`config.mk`:
```
export PLATFORM = sky130hd
export DESIGN_NAME = fast_order_message_encoder
export DESIGN_NICKNAME = d
export VERILOG_FILES = /design/src/rtl/core/fome_pkg.sv /design/src/rtl/core/fast_order_message_encoder.sv /design/src/rtl/core/fome_stop_enc.sv
export VERILOG_INCLUDE_DIRS = /design/src /design/src/rtl/core
export SDC_FILE = /design/constraint.sdc
export NUM_CORES = 1
export LEC_CHECK = 0
export ABC_CLOCK_PERIOD_IN_PS = 3600
export BUFFER_PORTS_ARGS = -buffer_cell sky130_fd_sc_hd__clkbuf_2
export CAP_MARGIN = 20
export CORE_AREA = 2 2 170 139
export CTS_BUF_LIST = sky130_fd_sc_hd__clkbuf_8
export DETAILED_ROUTE_END_ITERATION = 7
export DIE_AREA = 0 0 172 141
export PLACE_DENSITY = 0.67
export SLEW_MARGIN = 0
export SYNTH_ARGS = -nofsm -noshare
export SYNTH_HDL_FRONTEND = slang
export SYNTH_SLANG_ARGS = --single-unit
```
`constraint.sdc`:
```
create_clock -name i_clk -period 3.6 [get_ports i_clk]
set_input_delay 0.72 -clock i_clk [delete_from_list [all_inputs] [get_ports i_clk]]
set_output_delay 0.72 -clock i_clk [all_outputs]
set_load 0.01 [all_outputs]
```
`src/rtl/core/fast_order_message_encoder_defines.svh`:
```
// Assertion macros shared by the FAST order message encoder RTL.
`ifndef FAST_ORDER_MESSAGE_ENCODER_DEFINES_SVH
`define FAST_ORDER_MESSAGE_ENCODER_DEFINES_SVH

// Same-cycle implication, checked on every rising edge outside reset.
`define FOME_ASSERT_NOW(label, ante, cons) \
    label: assert property (@(posedge i_clk) disable iff (!i_rst_n) (ante) |-> (cons)) \
        else $error("fome: same-cycle check failed");

// Next-cycle implication, checked on every rising edge outside reset.
`define FOME_ASSERT_NEXT(label, ante, cons) \
    label: assert property (@(posedge i_clk) disable iff (!i_rst_n) (ante) |=> (cons)) \
        else $error("fome: next-cycle check failed");

`endif

```
`src/rtl/core/fome_pkg.sv`:
```
// Package with the constants and types of the FAST order message encoder.
`timescale 1ns / 1ps
`default_nettype none
package fome_pkg;

    typedef logic [7:0] t_byte;

    localparam int PACK_BYTES_DEF = 8;
    localparam int GROUP_W        = 7;
    localparam int HDR_BYTES      = 4;

    localparam t_byte STOP_FLAG = 8'h80;
    localparam t_byte HDR_PMAP  = 8'hFC;
    localparam t_byte HDR_TID   = 8'h81;
    localparam t_byte HDR_EXP   = 8'h80;
    localparam t_byte HDR_PRICE = 8'h81;

    localparam int SIZE_W     = 8;
    localparam int IDENT_W    = 32;
    localparam int KIND_W     = 3;
    localparam int KIND_ENC_W = 2;

    localparam int SIZE_GROUPS  = (SIZE_W + GROUP_W - 1) / GROUP_W;
    localparam int IDENT_GROUPS = (IDENT_W + GROUP_W - 1) / GROUP_W;
    localparam int BODY_BYTES   = SIZE_GROUPS + IDENT_GROUPS;

    localparam int SIZE_LEN_W  = $clog2(SIZE_GROUPS + 1);
    localparam int IDENT_LEN_W = $clog2(IDENT_GROUPS + 1);
    localparam int BODY_LEN_W  = $clog2(BODY_BYTES + 1);

endpackage
`default_nettype wire

```
`src/rtl/core/fast_order_message_encoder.sv`:
```
// An accepted request passes through the r1, r2 and r3 stage registers to o_valid, and waits there while i_stall holds.
// Throughput: one order per cycle while i_stall is low; the three stage registers each hold one order.
// Stage one encodes the fields, stage two joins size and id, stage three builds the words.
// A stall holds only the stages that are full, so empty stages keep taking requests.
// Reset clears the stage valid bits; payload registers are not reset.
`timescale 1ns / 1ps
`default_nettype none
`include "fast_order_message_encoder_defines.svh"
module fast_order_message_encoder #(
    parameter int PACK_BYTES = fome_pkg::PACK_BYTES_DEF
) (
    input  wire logic                           i_clk,
    input  wire logic                           i_rst_n,
    input  wire logic                           i_valid,
    output logic                                o_stall,
    input  wire logic [fome_pkg::SIZE_W-1:0]    i_order_size,
    input  wire logic [fome_pkg::IDENT_W-1:0]   i_order_ident,
    input  wire logic [fome_pkg::KIND_W-1:0]    i_order_kind,
    output logic                                o_valid,
    input  wire logic                           i_stall,
    output logic [PACK_BYTES*8-1:0]             o_low_packet,
    output logic [PACK_BYTES*8-1:0]             o_high_packet
);
    import fome_pkg::*;

    localparam int MSG_BYTES = 2 * PACK_BYTES;
    localparam int BCMP_W    = BODY_LEN_W + 1;

    logic en1, en2, en3;

    t_byte [SIZE_GROUPS-1:0]    n1_size_bytes;
    logic [SIZE_LEN_W-1:0]      n1_size_len;
    t_byte [IDENT_GROUPS-1:0]   n1_id_bytes;
    logic [IDENT_LEN_W-1:0]     n1_id_len;

    logic                       r1_valid;
    t_byte [SIZE_GROUPS-1:0]    r1_size_bytes;
    logic [SIZE_LEN_W-1:0]      r1_size_len;
    t_byte [IDENT_GROUPS-1:0]   r1_id_bytes;
    logic [IDENT_LEN_W-1:0]     r1_id_len;
    logic [KIND_ENC_W-1:0]      r1_kind;

    t_byte [BODY_BYTES-1:0]     n2_body;
    logic [BODY_LEN_W-1:0]      n2_body_len;

    logic                       r2_valid;
    t_byte [BODY_BYTES-1:0]     r2_body;
    logic [BODY_LEN_W-1:0]      r2_body_len;
    logic [KIND_ENC_W-1:0]      r2_kind;

    t_byte [MSG_BYTES-1:0]      n3_msg;

    logic                       r3_valid;
    t_byte [MSG_BYTES-1:0]      r3_msg;

    assign en3     = !r3_valid || !i_stall;
    assign en2     = !r2_valid || en3;
    assign en1     = !r1_valid || en2;
    assign o_stall = !en1;

    fome_stop_enc #(
        .VAL_W  (SIZE_W)
    ) u_size_enc (
        .i_value (i_order_size),
        .o_bytes (n1_size_bytes),
        .o_len   (n1_size_len)
    );

    fome_stop_enc #(
        .VAL_W  (IDENT_W)
    ) u_ident_enc (
        .i_value (i_order_ident),
        .o_bytes (n1_id_bytes),
        .o_len   (n1_id_len)
    );

    always_comb begin
        n2_body = '0;
        for (int k = 0; k < SIZE_GROUPS; k++) begin
            if (BCMP_W'(k) < BCMP_W'(r1_size_len)) begin
                n2_body[k] = r1_size_bytes[k];
            end
        end
        for (int k = 0; k < IDENT_GROUPS; k++) begin
            for (int j = 0; j < BODY_BYTES; j++) begin
                if (BCMP_W'(k) < BCMP_W'(r1_id_len) &&
                    BCMP_W'(j) == BCMP_W'(r1_size_len) + BCMP_W'(k)) begin
                    n2_body[j] = r1_id_bytes[k];
                end
            end
        end
        n2_body_len = BODY_LEN_W'(r1_size_len) + BODY_LEN_W'(r1_id_len);
    end

    always_comb begin
        n3_msg    = '0;
        n3_msg[0] = HDR_PMAP;
        n3_msg[1] = HDR_TID;
        n3_msg[2] = HDR_EXP;
        n3_msg[3] = HDR_PRICE;
        for (int j = 0; j < BODY_BYTES; j++) begin
            if (BCMP_W'(j) < BCMP_W'(r2_body_len)) begin
                n3_msg[HDR_BYTES + j] = r2_body[j];
            end
        end
        for (int j = 0; j <= BODY_BYTES; j++) begin
            if (BCMP_W'(j) == BCMP_W'(r2_body_len)) begin
                n3_msg[HDR_BYTES + j] = STOP_FLAG | 8'(r2_kind);
            end
        end
    end

    always_ff @(posedge i_clk) begin
        if (!i_rst_n) begin
            r1_valid <= 1'b0;
            r2_valid <= 1'b0;
            r3_valid <= 1'b0;
        end else begin
            if (en1) begin
                r1_valid <= i_valid;
            end
            if (en2) begin
                r2_valid <= r1_valid;
            end
            if (en3) begin
                r3_valid <= r2_valid;
            end
        end
    end

    always_ff @(posedge i_clk) begin
        if (en1) begin
            r1_size_bytes <= n1_size_bytes;
            r1_size_len   <= n1_size_len;
            r1_id_bytes   <= n1_id_bytes;
            r1_id_len     <= n1_id_len;
            r1_kind       <= i_order_kind[KIND_ENC_W-1:0];
        end
        if (en2) begin
            r2_body     <= n2_body;
            r2_body_len <= n2_body_len;
            r2_kind     <= r1_kind;
        end
        if (en3) begin
            r3_msg <= n3_msg;
        end
    end

    assign o_valid       = r3_valid;
    assign o_low_packet  = r3_msg[PACK_BYTES-1:0];
    assign o_high_packet = r3_msg[MSG_BYTES-1:PACK_BYTES];

    `FOME_ASSERT_NOW(a_header_bytes, o_valid, o_low_packet[31:0] == 32'h818081FC)
    `FOME_ASSERT_NOW(a_three_stop_bits, o_valid,
        $countones({o_low_packet[39], o_low_packet[47], o_low_packet[55], o_low_packet[63],
                    o_high_packet[7], o_high_packet[15], o_high_packet[23],
                    o_high_packet[31]}) == 3)
    `FOME_ASSERT_NOW(a_tail_padding, o_valid, o_high_packet[63:32] == 32'h0)
    `FOME_ASSERT_NEXT(a_held_result, r3_valid && i_stall, r3_valid && $stable(r3_msg))

endmodule
`default_nettype wire

```
`src/rtl/core/fome_stop_enc.sv`:
```
// Stop-bit encoder for one unsigned field, bytes left aligned with their count.
`timescale 1ns / 1ps
`default_nettype none
module fome_stop_enc #(
    parameter int VAL_W  = fome_pkg::IDENT_W,
    parameter int GROUPS = (VAL_W + fome_pkg::GROUP_W - 1) / fome_pkg::GROUP_W,
    parameter int LEN_W  = $clog2(GROUPS + 1)
) (
    input  wire logic [VAL_W-1:0]               i_value,
    output fome_pkg::t_byte [GROUPS-1:0]        o_bytes,
    output logic [LEN_W-1:0]                    o_len
);
    import fome_pkg::*;

    localparam int PAD_W = GROUPS * GROUP_W;
    localparam int CMP_W = LEN_W + 1;

    logic [PAD_W-1:0]           pad;
    t_byte [GROUPS-1:0]         full;
    logic [LEN_W-1:0]           lead_zero;

    assign pad = PAD_W'(i_value);

    always_comb begin
        for (int k = 0; k < GROUPS; k++) begin
            full[k] = {1'b0, pad[(GROUPS - 1 - k) * GROUP_W +: GROUP_W]};
        end
        full[GROUPS-1] = full[GROUPS-1] | STOP_FLAG;
    end

    always_comb begin
        logic found;
        found     = 1'b0;
        lead_zero = '0;
        for (int k = 0; k < GROUPS - 1; k++) begin
            if (!found && full[k] == '0) begin
                lead_zero = lead_zero + LEN_W'(1);
            end else begin
                found = 1'b1;
            end
        end
    end

    assign o_len = LEN_W'(GROUPS) - lead_zero;

    always_comb begin
        for (int j = 0; j < GROUPS; j++) begin
            o_bytes[j] = '0;
            for (int k = 0; k < GROUPS; k++) begin
                if (CMP_W'(k) == CMP_W'(j) + CMP_W'(lead_zero)) begin
                    o_bytes[j] = full[k];
                end
            end
        end
    end

endmodule
`default_nettype wire

```
Word-level counts from Yosys, hierarchy flattened
Index checks and enable logic that the tools add are counted.
- register bits after elaboration: 191
- input bits: 47
- output and inout port bits: 130
- logic and storage cells: 300
- $add $sub $neg: 15
- magnitude comparators: 14
- eq/ne operators: 56
- multiplexer cells: 86
- bitwise operators: 7
- reductions and logical operators: 70
- operators by type and width (cell ; count):
    two-way mux 8 bit ; 45
    two-way mux 7 bit ; 19
    == test 2 x 4 -> 1 bit (first input constant) ; 16
    == test 3 x 4 -> 1 bit (first input constant) ; 13
    zero test 4 bit ; 10
    zero test 8 bit ; 5
    logical AND 1 bit ; 35
    == test 1 x 4 -> 1 bit (first input constant) ; 8
    == test 3 bit (first input constant) ; 8
    two-way mux 4 bit ; 5
    two-way mux 2 bit ; 7
    OR reduction 2 bit ; 7
    == test 2 x 3 -> 1 bit (first input constant) ; 4
    < comparator 1 x 3 -> 1 bit (first input constant) ; 4
    < comparator 2 x 3 -> 1 bit (first input constant) ; 4
    < comparator 3 bit (first input constant) ; 4
    == test 1 x 3 -> 1 bit (first input constant) ; 3
    zero test 3 bit ; 3
    two-way mux 3 bit ; 3
    adder 2 x 3 -> 4 bit (first input constant) ; 2
    zero test 1 bit ; 7
    two-way mux 1 bit ; 7
    inverter 1 bit ; 7
    adder 2 x 2 -> 3 bit (second input constant) ; 2
    other kinds (15) ; 20

Logic depth before layout (Yosys ltp)
Gate-level depths: netlist of the first run.
- depth after elaboration: 16
- mapped depth: 10
- gate-level depth less buffers: 8

By module
A second synthesis of the first run with hierarchy kept.
- cells, all modules: 688
- area, all modules: 8929.8 µm²
- by module, submodules not included (module ; instances ; cells an instance ; area an instance (µm²) ; seq. area each (µm²)):
    fast_order_message_encoder ; 1 ; 551 ; 7906.3 ; 5555.3
    fome_stop_enc (u_ident_enc) ; 1 ; 118 ; 892.1 ; 0.0
    fome_stop_enc (u_size_enc) ; 1 ; 19 ; 131.4 ; 0.0

Least setup slack after synthesis of the first run
No wires, ideal clock.
- path kind: input to output
- start point: in i_stall
- end point: out o_stall
- arrival: 2.563 ns
- data required time: 2.880 ns
- slack: 0.317 ns
- cell stages on the path: 3
- path buffers: 0
- cells stage by stage: and3_1 nand2_1 inv_1
- word-level cells in the longest chain between the ends: 5
- RTL lines (element ; RTL line ; source):
    start, declared ; fast_order_message_encoder.sv:20 ; input wire logic i_stall,
    zero test 1 bit ; fast_order_message_encoder.sv:56 ; assign en3 = !r3_valid || !i_stall;
    logical OR 1 bit ; fast_order_message_encoder.sv:56 ;
    logical OR 1 bit ; fast_order_message_encoder.sv:57 ; assign en2 = !r2_valid || en3;
    logical OR 1 bit ; fast_order_message_encoder.sv:58 ; assign en1 = !r1_valid || en2;
    zero test 1 bit ; fast_order_message_encoder.sv:59 ; assign o_stall = !en1;
    end, declared ; fast_order_message_encoder.sv:15 ; output logic o_stall,
Every way passes these cells.

==> results of run 1 <==
cell usage after synthesis, types with 5 or more instances:
| cell type | number | share of area [%] |
|---|---|---|
| nor2b_1 | 27 | 2.0 |
| mux2i_1 | 6 | 0.69 |
| inv_1 | 37 | 1.6 |
| a222oi_1 | 31 | 3.6 |
| a21oi_1 | 9 | 0.52 |
| a22oi_1 | 20 | 1.7 |
| nand2_1 | 57 | 2.5 |
| nor2_1 | 37 | 1.6 |
| a221o_1 | 8 | 0.93 |
| buf_4 | 69 | 6.0 |
| edfxtp_1 | 183 | 64 |
| clkbuf_1 | 15 | 0.65 |
| and3_1 | 7 | 0.51 |
| and2_1 | 33 | 2.4 |
| o21ai_0 | 12 | 0.69 |
| nor3_1 | 13 | 0.75 |
| a31oi_1 | 8 | 0.58 |
| buf_2 | 5 | 0.29 |
| or2_2 | 6 | 0.43 |
| a22o_1 | 34 | 3.4 |
how the worst max path moves through the flow:
stage,startpoint,end,slack [ns],cells past startpoint
finish,i_order_ident[18],r1_id_bytes[13],0.86,9
global route,i_order_ident[16],r1_id_bytes[13],0.64,9
CTS,i_order_ident[18],r1_id_bytes[13],0.88,9
detailed placement,i_order_ident[18],r1_id_bytes[12],0.38,9
global placement,i_order_ident[18],r1_id_bytes[13],0.43,9
floorplan,i_stall,o_stall,0.32,3
kinds of logic (layout without fill, tap and decap cells):
| logic type | after synthesis | count (layout) | share of synthesized area, % |
|---|---|---|---|
| fa+ha+maj | 4 | 4 | 0.6653 |
| compound gates | 140 | 140 | 13.25 |
| other cells | 2 | 69 | 0.08680 |
| simple gates | 195 | 195 | 11.79 |
| buf+inv | 130 | 189 | 8.821 |
| xor+xnor | 1 | 1 | 0.1012 |
| mux | 9 | 9 | 1.085 |
| flops | 186 | 186 | 64.21 |
flip-flops by register name, indices dropped and copies added, names as in the netlist:
register       flops
r1_size_len        2
r1_id_bytes       40
r1_size_bytes     16
r2_valid           1
o_high_packet     27
o_low_packet      32
o_valid            1
r2_body_len        3
r2_body           56
r1_valid           1
r1_kind            2
r1_id_len          3
r2_kind            2
critical path: cells and delay by family:
family | cells | cell delay, ns
simple gates | 4 | 1.23
fa+ha+maj | 2 | 0.52
compound gates | 2 | 0.45
buf+inv | 1 | 0.13
cell type report:
type / instances / area, µm²
Fill cell: 2160 / 13040
Sequential cell: 186 / 5555
Multi-Input combinational cell: 418 / 2590
Timing Repair Buffer: 119 / 638.1
Tap cell: 312 / 390.4
Clock buffer: 17 / 234.0
Clock inverter: 14 / 173.9
Inverter: 39 / 148.9
per-layer routing:
layer | vias up | GRT usage (%) | share of wire, % | wire [µm]
li1 | 2601 | - | - | -
met1 | 2571 | 25.81 | 49 | 9365
met2 | 292 | 21.83 | 41 | 7871
met3 | 22 | 4.071 | 9.0 | 1727
met4 | 0 | 4.821 | 1.6 | 316
met5 | - | 0 | 0 | 0
cells in the final DEF, fill, tap and decap left out, types with 3 or more instances in the layout:
cell,n
a31oi_1,8
and2_1,33
bufinv_16,3
a21oi_1,9
nor2b_1,27
nand3_1,3
a222oi_1,31
clkinv_4,4
nand2_1,55
mux2_2,3
nor3_1,13
clkbuf_8,17
nor2_1,37
ha_1,3
and3_1,7
clkbuf_2,107
dfxtp_1,3
buf_4,11
mux2i_1,6
o21a_1,4
a31o_2,4
a22oi_1,20
inv_1,36
conb_1,69
a22o_1,34
or2_2,6
a221o_1,8
o21ai_0,12
edfxtp_1,183
a21boi_0,3
o21ai_1,3
per-stage QoR:
stage | power, µW | setup slack (ns) | hold slack (ns) | area [µm²]
3_3_place_gp | 3161 | 0.4327 | 0.4045 | 9298
6_report | 4538 | 0.8623 | 0.4164 | 9731
4_1_cts | 4571 | 0.8828 | 0.3979 | 9706
2_1_floorplan | 3005 | 0.3174 | 0.4003 | 8904
5_1_grt | 4732 | 0.6359 | 0.4002 | 9731
3_5_place_dp | 3166 | 0.3833 | 0.4099 | 9298
power by group through the flow:
| stage | logic, µW | clock network [µW] | registers [µW] |
|---|---|---|---|
| final | 453 | 1420 | 2670 |
| after global routing | 507 | 1540 | 2690 |
| after CTS | 451 | 1450 | 2670 |
| after detailed placement | 449 | 0 | 2720 |
| after global placement | 446 | 0 | 2720 |
| after floorplan | 297 | 0 | 2710 |
==> impl_metrics.json, run 1 <==
{
  "status": "finished, violations left",
  "failed_checks": "DRC",
  "grt_max_degree": 64,
  "p_per_area_nw_per_um2": 466.4,
  "yosysSeqAreaShare_pct": 64.21,
  "swShare_pct": 24.28,
  "yosysUniqueCellTypes": 47,
  "reg2reg_to": "r2_body[33]",
  "fin_nets": 832,
  "hold_viol": 0,
  "drv_cap": 0,
  "critPathRequiredTime_ns": 3.93,
  "initialDrtViolationCount": 1044,
  "grt_pass1_vias": 5029,
  "core-area_um2": 22770,
  "worstMarginPinSlew_ns": 1.104,
  "r2r_cells": 5,
  "htreeDepth": 4,
  "drive_gt1_share_pct": 22.07,
  "cts_resized": 0,
  "p_clk_share_pct": 31.2,
  "hold_depth": 0,
  "start_util_pct": 37.99,
  "path_cells": "clkbuf_2, nor4_1, nand2_1, a21oi_1, ha_1, nand2_1, ha_1, nor3_2, a221o_1",
  "maxSlewHeadroom_pct": 25.82,
  "syn_area_um2": 8652,
  "hpwl_um": 14090,
  "holdBufCountCts": 0,
  "finalCritPeriodShare_pct": 76.05,
  "slowest_stage": "nor3_2",
  "clkTransAtPathRegs_ns": 0.10,
  "grt_setup_unrepaired": "no",
  "grt_antenna_before_repair": 0,
  "ios": 177,
  "routed_via_density": 4.965,
  "ant_nets": 0,
  "synth_cells": 667,
  "drc": 1,
  "areaGrowthSynthToFinish_pct": 12.47,
  "leakagePower_uw": 0.004108,
  "clock_skew_ns": 0.01605,
  "overflow": 0,
  "critPathArrivalTime_ns": 3.07,
  "setup_viol": 0,
  "wl_per_cell_um": 17.45,
  "synth-seq-cells": 186,
  "synthFlopType": "edfxtp_1",
  "min-delay-path-class": "reg -> reg",
  "die_h_um": 141,
  "combPwrFrac_pct": 10.0,
  "critPathMaxFanout": 8,
  "crit_type": "in -> reg",
  "p_switching_uw": 1102,
  "period_needed_ns": 2.738,
  "rows": 50,
  "hp-start": "r1_kind[0]",
  "numPlacedInstances": 1072,
  "tritoncts": "built",
  "final_core_util_pct": 42.73,
  "via_count": 5486,
  "syn_area_per_cell_um2": 12.97,
  "postCtsSetupRepairBufs": 0,
  "rrSetupSlack_ns": 1.24,
  "setup_tns_ns": 0,
  "ir_drop_mv": 0.2240,
  "fp.dieW_um": 172,
  "grt_pass1_wl_um": 29500,
  "fin_cells": 1105,
  "clkLatencyLatePin_ns": 0.47,
  "critPathMaxStageDelay_ns": 0.56,
  "async_reset_ff_share_pct": 0,
  "io_buffers": 106,
  "gp_congestion": 0.9273,
  "diodes": 0,
  "r2r-start": "r1_size_len[1]",
  "clockRootBuffer": "clkbuf_8",
  "cts.sinks": 186,
  "synth-edff-count": 183,
  "worstHoldEndpoint": "r2_kind[0]",
  "die-area_um2": 24250,
  "endpoint_kind": "register",
  "final_max_slew_viol_count": 0,
  "drt_wl_total_um": 19280,
  "crit_path_start_kind": "input pin",
  "p_int_uw": 3436,
  "p_seq_share_pct": 58.8,
  "dr.pass1.iters": 8,
  "track_usage_pct": 16.34,
  "synth_warnings": 0,
  "numCtsBuffers": 17,
  "max_freq_mhz": 365.3,
  "clk_path_buf_depth": 2
}
Note: power is estimated with default switching activity, not from simulation.
==> run 2, diff against run 1 <==
ABC_CLOCK_PERIOD_IN_PS = 2700   (was 3600)
clock period = 2.7 ns   (was 3.6 ns; I/O delays follow)
==> run 2 against run 1 <==
The run now ends clean. Global-route usage up 0.35 points. Hold slack worse by 0.15 ns. Non-clock buffer count increased by 34. Via count increased by 3.0%.
==> impl_metrics.json, run 2 (same netlist as run 1, synthesis figures left out) <==
{
  "final_max_slew_viol_count": 0,
  "routed_via_density": 4.956,
  "areaGrowthSynthToFinish_pct": 15.56,
  "clock_skew_ns": 0.01232,
  "ir_drop_mv": 0.3025,
  "diodes": 0,
  "rows": 50,
  "fin_nets": 866,
  "setup_viol": 0,
  "clk_path_buf_depth": 2,
  "wl_per_cell_um": 17.54,
  "cp_common_cell": "ha_1",
  "clockRootBuffer": "clkbuf_8",
  "dr.pass1.iters": 8,
  "postCtsSetupRepairBufs": 0,
  "routed-wl-met3_um": 1517,
  "gp_congestion": 0.9283,
  "holdBufCountCts": 0,
  "initialDrtViolationCount": 925,
  "endpoint_kind": "register",
  "ios": 177,
  "top_layer_used": "met4",
  "via_count": 5650,
  "setup_tns_ns": 0,
  "tritoncts": "built",
  "p_int_uw": 4455,
  "p_per_area_nw_per_um2": 601.4,
  "io_buffers": 106,
  "drive_gt1_share_pct": 25.60,
  "grt_antenna_before_repair": 0,
  "regMostFlops": "r2_body",
  "p_seq_share_pct": 58.9,
  "grt_max_degree": 64,
  "largest_reg_flops": 56,
  "p_switching_uw": 1557,
  "critPathArrivalTime_ns": 2.46,
  "crit_type": "in -> reg",
  "clkLatencyLatePin_ns": 0.47,
  "worstMarginPinSlew_ns": 0.6864,
  "min-delay-path-class": "in -> reg",
  "wl_met1_um": 9710,
  "critPathRequiredTime_ns": 2.91,
  "hpwl_um": 14810,
  "cts_resized": 0,
  "fin_cells": 1140,
  "max_freq_mhz": 444.4,
  "swShare_pct": 25.90,
  "final_cell_mix": "edfxtp_1, clkbuf_2, conb_1",
  "drt_wl_total_um": 20000,
  "final_common_cell": "edfxtp_1",
  "hold_ws_ns": 0.2618,
  "ant_nets": 0,
  "clkTransAtPathRegs_ns": 0.10,
  "htreeDepth": 4,
  "hold_viol": 0,
  "status": "complete, no violations",
  "drv_cap": 0,
  "critPathMaxFanout": 7,
  "fp.dieW_um": 172,
  "start_util_pct": 37.99,
  "overflow": 0,
  "maxSlewHeadroom_pct": 54.07,
  "grt_pass1_vias": 5163,
  "slowest_stage": "nor4_4",
  "die_h_um": 141,
  "die-area_um2": 24250,
  "crit_path_start_kind": "input pin",
  "critPathMaxStageDelay_ns": 0.33,
  "numPlacedInstances": 1108,
  "combPwrFrac_pct": 10.8,
  "track_usage_pct": 16.69,
  "p_clk_share_pct": 30.4,
  "drc": 0,
  "cts.sinks": 186,
  "numCtsBuffers": 17,
  "core-area_um2": 22770,
  "wl_met2_um": 8482,
  "final_core_util_pct": 43.91,
  "grt_setup_unrepaired": "no",
  "finalCritPeriodShare_pct": 83.35,
  "leakagePower_uw": 0.004285,
  "period_needed_ns": 2.250,
  "path_cells": "clkbuf_2, nor4_4, buf_4, clkinv_2, a21oi_1, ha_1, nand2_1, ha_1, and2_1, a221o_1",
  "grt_pass1_wl_um": 30150
}
[run 2: cell types whose count changed in the layout (fill, tap and decap cells not counted)]
cell,previous run,this run
buf_12,1,3
buf_4,11,44
bufinv_16,3,1
clkbuf_2,107,106
clkinv_1,2,0
clkinv_4,4,1
clkinvlp_4,2,3
inv_6,1,4
inv_8,1,5
[run 2: worst max-delay path, delay by kind of cell]
family          cells  cell delay [ns]
compound gates      2             0.44
simple gates        3             0.63
fa+ha+maj           2             0.52
buf+inv             3             0.34
[run 2: final cells by class]
class | count | area [µm²]
inverter | 39 | 150.1
multi-input combinational | 418 | 2590
sequential | 186 | 5555
clock inverter | 15 | 157.7
timing repair buffer | 153 | 920.9
fill | 2167 | 12770
tap | 312 | 390.4
clock buffer | 17 | 234.0
[run 2: per-layer routing]
layer | up-vias | track usage, %
met3 | 21 | 3.593
met1 | 2691 | 26.01
li1 | 2680 | -
met4 | 0 | 4.998
met5 | - | 0
met2 | 258 | 23.15
[run 2: path summary, 6_finish.rpt]
check	startpoint	endpoint	slack [ns]	depth (start not counted)
min	i_order_kind[0]	r1_kind[0]	0.26	1
max reg2reg	r1_size_len[1]	r2_body[33]	0.55	5
max	i_order_ident[28]	r1_id_bytes[9]	0.45	10
min reg2reg	r1_kind[1]	r2_kind[1]	0.43	0
[run 2: power groups by stage]
stage / sequential, µW / combinational [µW] / clock, µW
after detailed placement: 3610 / 644 / 0
after CTS: 3540 / 646 / 1880
after global placement: 3610 / 637 / 0
after floorplan: 3610 / 397 / 0
final: 3540 / 647 / 1820
after global routing: 3560 / 717 / 1990
[run 2: metrics by stage]
step                setup WS, ns  power, µW  instance area [µm²]
detailed placement      -0.03072       4251                 9607
finish                    0.4496       6013                 9998
global placement        -0.01374       4244                 9607
floorplan                0.01653       4007                 8907
global route              0.3351       6272                 9998
CTS                       0.4786       6066                 9998
==> run 3, diff against run 2 <==
ABC_AREA = 1   (was not set)
ABC_CLOCK_PERIOD_IN_PS = 2350   (was 2700)
CORE_AREA = 2 2 172 141   (was 2 2 170 139)
DIE_AREA = 0 0 174 143   (was 0 0 172 141)
clock period = 2.35 ns   (was 2.7 ns; I/O delays follow)
==> run 3 against run 2 <==
First-iteration DRC count shrank 15%. Critical path type unchanged. Total power grew 16%. Synthesized cell count grew 26%. Largest power group unchanged. Combinational power grew 23%. Count of clock-buffer cells in the layout grew 1.
==> impl_metrics.json, run 3 <==
{
  "synth-edff-count": 183,
  "htreeDepth": 4,
  "finalCritPeriodShare_pct": 87.61,
  "clk_path_buf_depth": 2,
  "status": "complete, no violations",
  "die_h_um": 143,
  "reg2reg_to": "r2_body[34]",
  "ant_nets": 0,
  "path_delay_family": "adder cells",
  "synth-seq-cells": 186,
  "drt_wl_total_um": 19860,
  "synth_cells": 842,
  "clkTransAtPathRegs_ns": 0.09,
  "critPathArrivalTime_ns": 2.26,
  "r2r-start": "r1_id_len[2]",
  "routed_via_density": 4.591,
  "critPathRequiredTime_ns": 2.55,
  "cp.depth": 15,
  "holdBufCountCts": 0,
  "clkLatencyLatePin_ns": 0.46,
  "yosysUniqueCellTypes": 37,
  "areaGrowthSynthToFinish_pct": 16.46,
  "critPathMaxFanout": 4,
  "r2r_cells": 6,
  "tritoncts": "built",
  "fillers": 2231,
  "slowest_stage": "ha_1",
  "yosysTopAreaCell": "edfxtp_1",
  "fin_nets": 1052,
  "leakagePower_uw": 0.004760,
  "crit_path_start_kind": "input pin",
  "final_core_util_pct": 45.02,
  "max_freq_mhz": 485.7,
  "wl_per_cell_um": 14.98,
  "cts.sinks": 186,
  "synth_top_area_share_pct": 61.75,
  "grt_max_degree": 63,
  "critPathBufInv": 4,
  "drv_cap": 0,
  "hold_depth": 1,
  "final_common_cell": "edfxtp_1",
  "postCtsSetupRepairBufs": 0,
  "dr.pass1.iters": 5,
  "async_reset_ff_share_pct": 0,
  "grt_pass1_wl_um": 30570,
  "clock_skew_ns": 0.01459,
  "ir_drop_mv": 0.3258,
  "rows": 50,
  "maxSlewHeadroom_pct": 49.46,
  "syn_area_per_cell_um2": 10.57,
  "hpwl_um": 15230,
  "setup_viol": 0,
  "synth_warnings": 0,
  "grt_setup_unrepaired": "no",
  "worstMarginPinSlew_ns": 0.7581,
  "final_cell_mix": "edfxtp_1, inv_1, nand2_1",
  "synthFlopType": "edfxtp_1",
  "cts_resized": 0,
  "numCtsBuffers": 17,
  "via_count": 6088,
  "fp.dieW_um": 174,
  "grt_antenna_before_repair": 0,
  "totalPowerFinal_uw": 6975,
  "regMostFlops": "r2_body",
  "largest_reg_flops": 56,
  "overflow": 0,
  "grt_pass1_vias": 5672,
  "cp_common_cell": "nor2_4",
  "syn_area_um2": 8900,
  "clockRootBuffer": "clkbuf_8",
  "yosysSeqAreaShare_pct": 62.42,
  "min-delay-path-class": "in -> reg",
  "hp-start": "i_order_kind[1]",
  "period_needed_ns": 2.059,
  "final_max_slew_viol_count": 0,
  "drive_gt1_share_pct": 22.39,
  "drc": 0,
  "worstHoldEndpoint": "r1_kind[1]",
  "p_per_area_nw_per_um2": 672.9,
  "yosys-top-cells-area": "edfxtp_1, inv_1, buf_4",
  "hold_viol": 0,
  "track_usage_pct": 16.06,
  "ios": 177,
  "start_util_pct": 38.66,
  "post-synth-top-count-cell": "edfxtp_1",
  "gp_congestion": 0.9028,
  "rrSetupSlack_ns": 0.39,
  "critPathMaxStageDelay_ns": 0.29,
  "diodes": 0,
  "synth_common_cells": "edfxtp_1, inv_1, nand2_1, nor2_1, buf_4",
  "initialDrtViolationCount": 790,
  "io_buffers": 106,
  "core-area_um2": 23020,
  "crit_type": "in -> reg",
  "path_cells": "clkbuf_2, nor2_4, nand2_2, nor2_4, a21oi_4, ha_1, inv_2, a31oi_4, inv_2, nor2_4, ha_4, inv_4, nor2_4, a21oi_1, o21ai_1",
  "endpoint_kind": "register",
  "die-area_um2": 24880
}
-- run 3: worst max path at each step --
stage	start	endpoint	slack (ns)
2_1_floorplan	i_stall	r1_id_bytes[0]	-1.07
3_3_place_gp	i_order_ident[22]	r1_id_bytes[12]	-0.10
3_5_place_dp	i_order_ident[22]	r1_id_bytes[12]	-0.18
4_1_cts	i_order_ident[22]	r1_id_bytes[12]	0.32
5_1_grt	i_order_ident[17]	r1_id_bytes[12]	0.21
6_report	i_order_ident[22]	r1_id_bytes[12]	0.29
-- run 3: layout make-up --
cell class | instances | area (µm²) | area share (%)
Inverter | 157 | 601.8 | 5.806
Tap cell | 312 | 390.4 | 3.766
Clock buffer | 18 | 247.7 | 2.390
Sequential cell | 186 | 5557 | 53.61
Multi-Input combinational cell | 484 | 2500 | 24.12
Timing Repair Buffer | 155 | 910.9 | 8.788
Clock inverter | 14 | 157.7 | 1.521
-- run 3: power by group --
part	leakage (µW)	total, µW	switching (µW)	internal [µW]
Clock	0.000218	2140	1070	1070
Sequential	0.00208	4040	105	3940
Combinational	0.00246	793	518	275
Total	0.00476	6970	1690	5280
-- run 3: per-stage QoR --
stage               cell area (µm²)  setup WS (ns)  TNS [ns]  hold WS (ns)  instances
finish                        10360         0.2912         0        0.1853       1326
global route                  10360         0.2093         0        0.1569       1326
CTS                           10360         0.3187         0        0.1494       1326
detailed placement             9960        -0.1793    -1.202        0.4161       1294
global placement               9960        -0.1010   -0.6126        0.4332       1294
floorplan                      9246         -1.068    -67.72        0.4003        909
-- run 3: kinds of logic after synthesis --
family | after synthesis | synth area share (%)
AND/OR/NAND/NOR | 274 | 13.52
buffers and inverters | 239 | 13.23
flip-flops | 186 | 62.42
AO/OA/AOI/OAI | 136 | 9.996
adder cells (fa/ha/maj) | 4 | 0.6468
other | 2 | 0.08438
XOR/XNOR | 1 | 0.09843
-- run 3: per-layer routing --
metal	share of wire [%]	vias up	GRT usage (%)
met3	5.7	29	3.062
met4	2.0	0	5.529
met5	0	-	0
met2	43	225	24.07
met1	50	2802	23.40
li1	-	3032	-
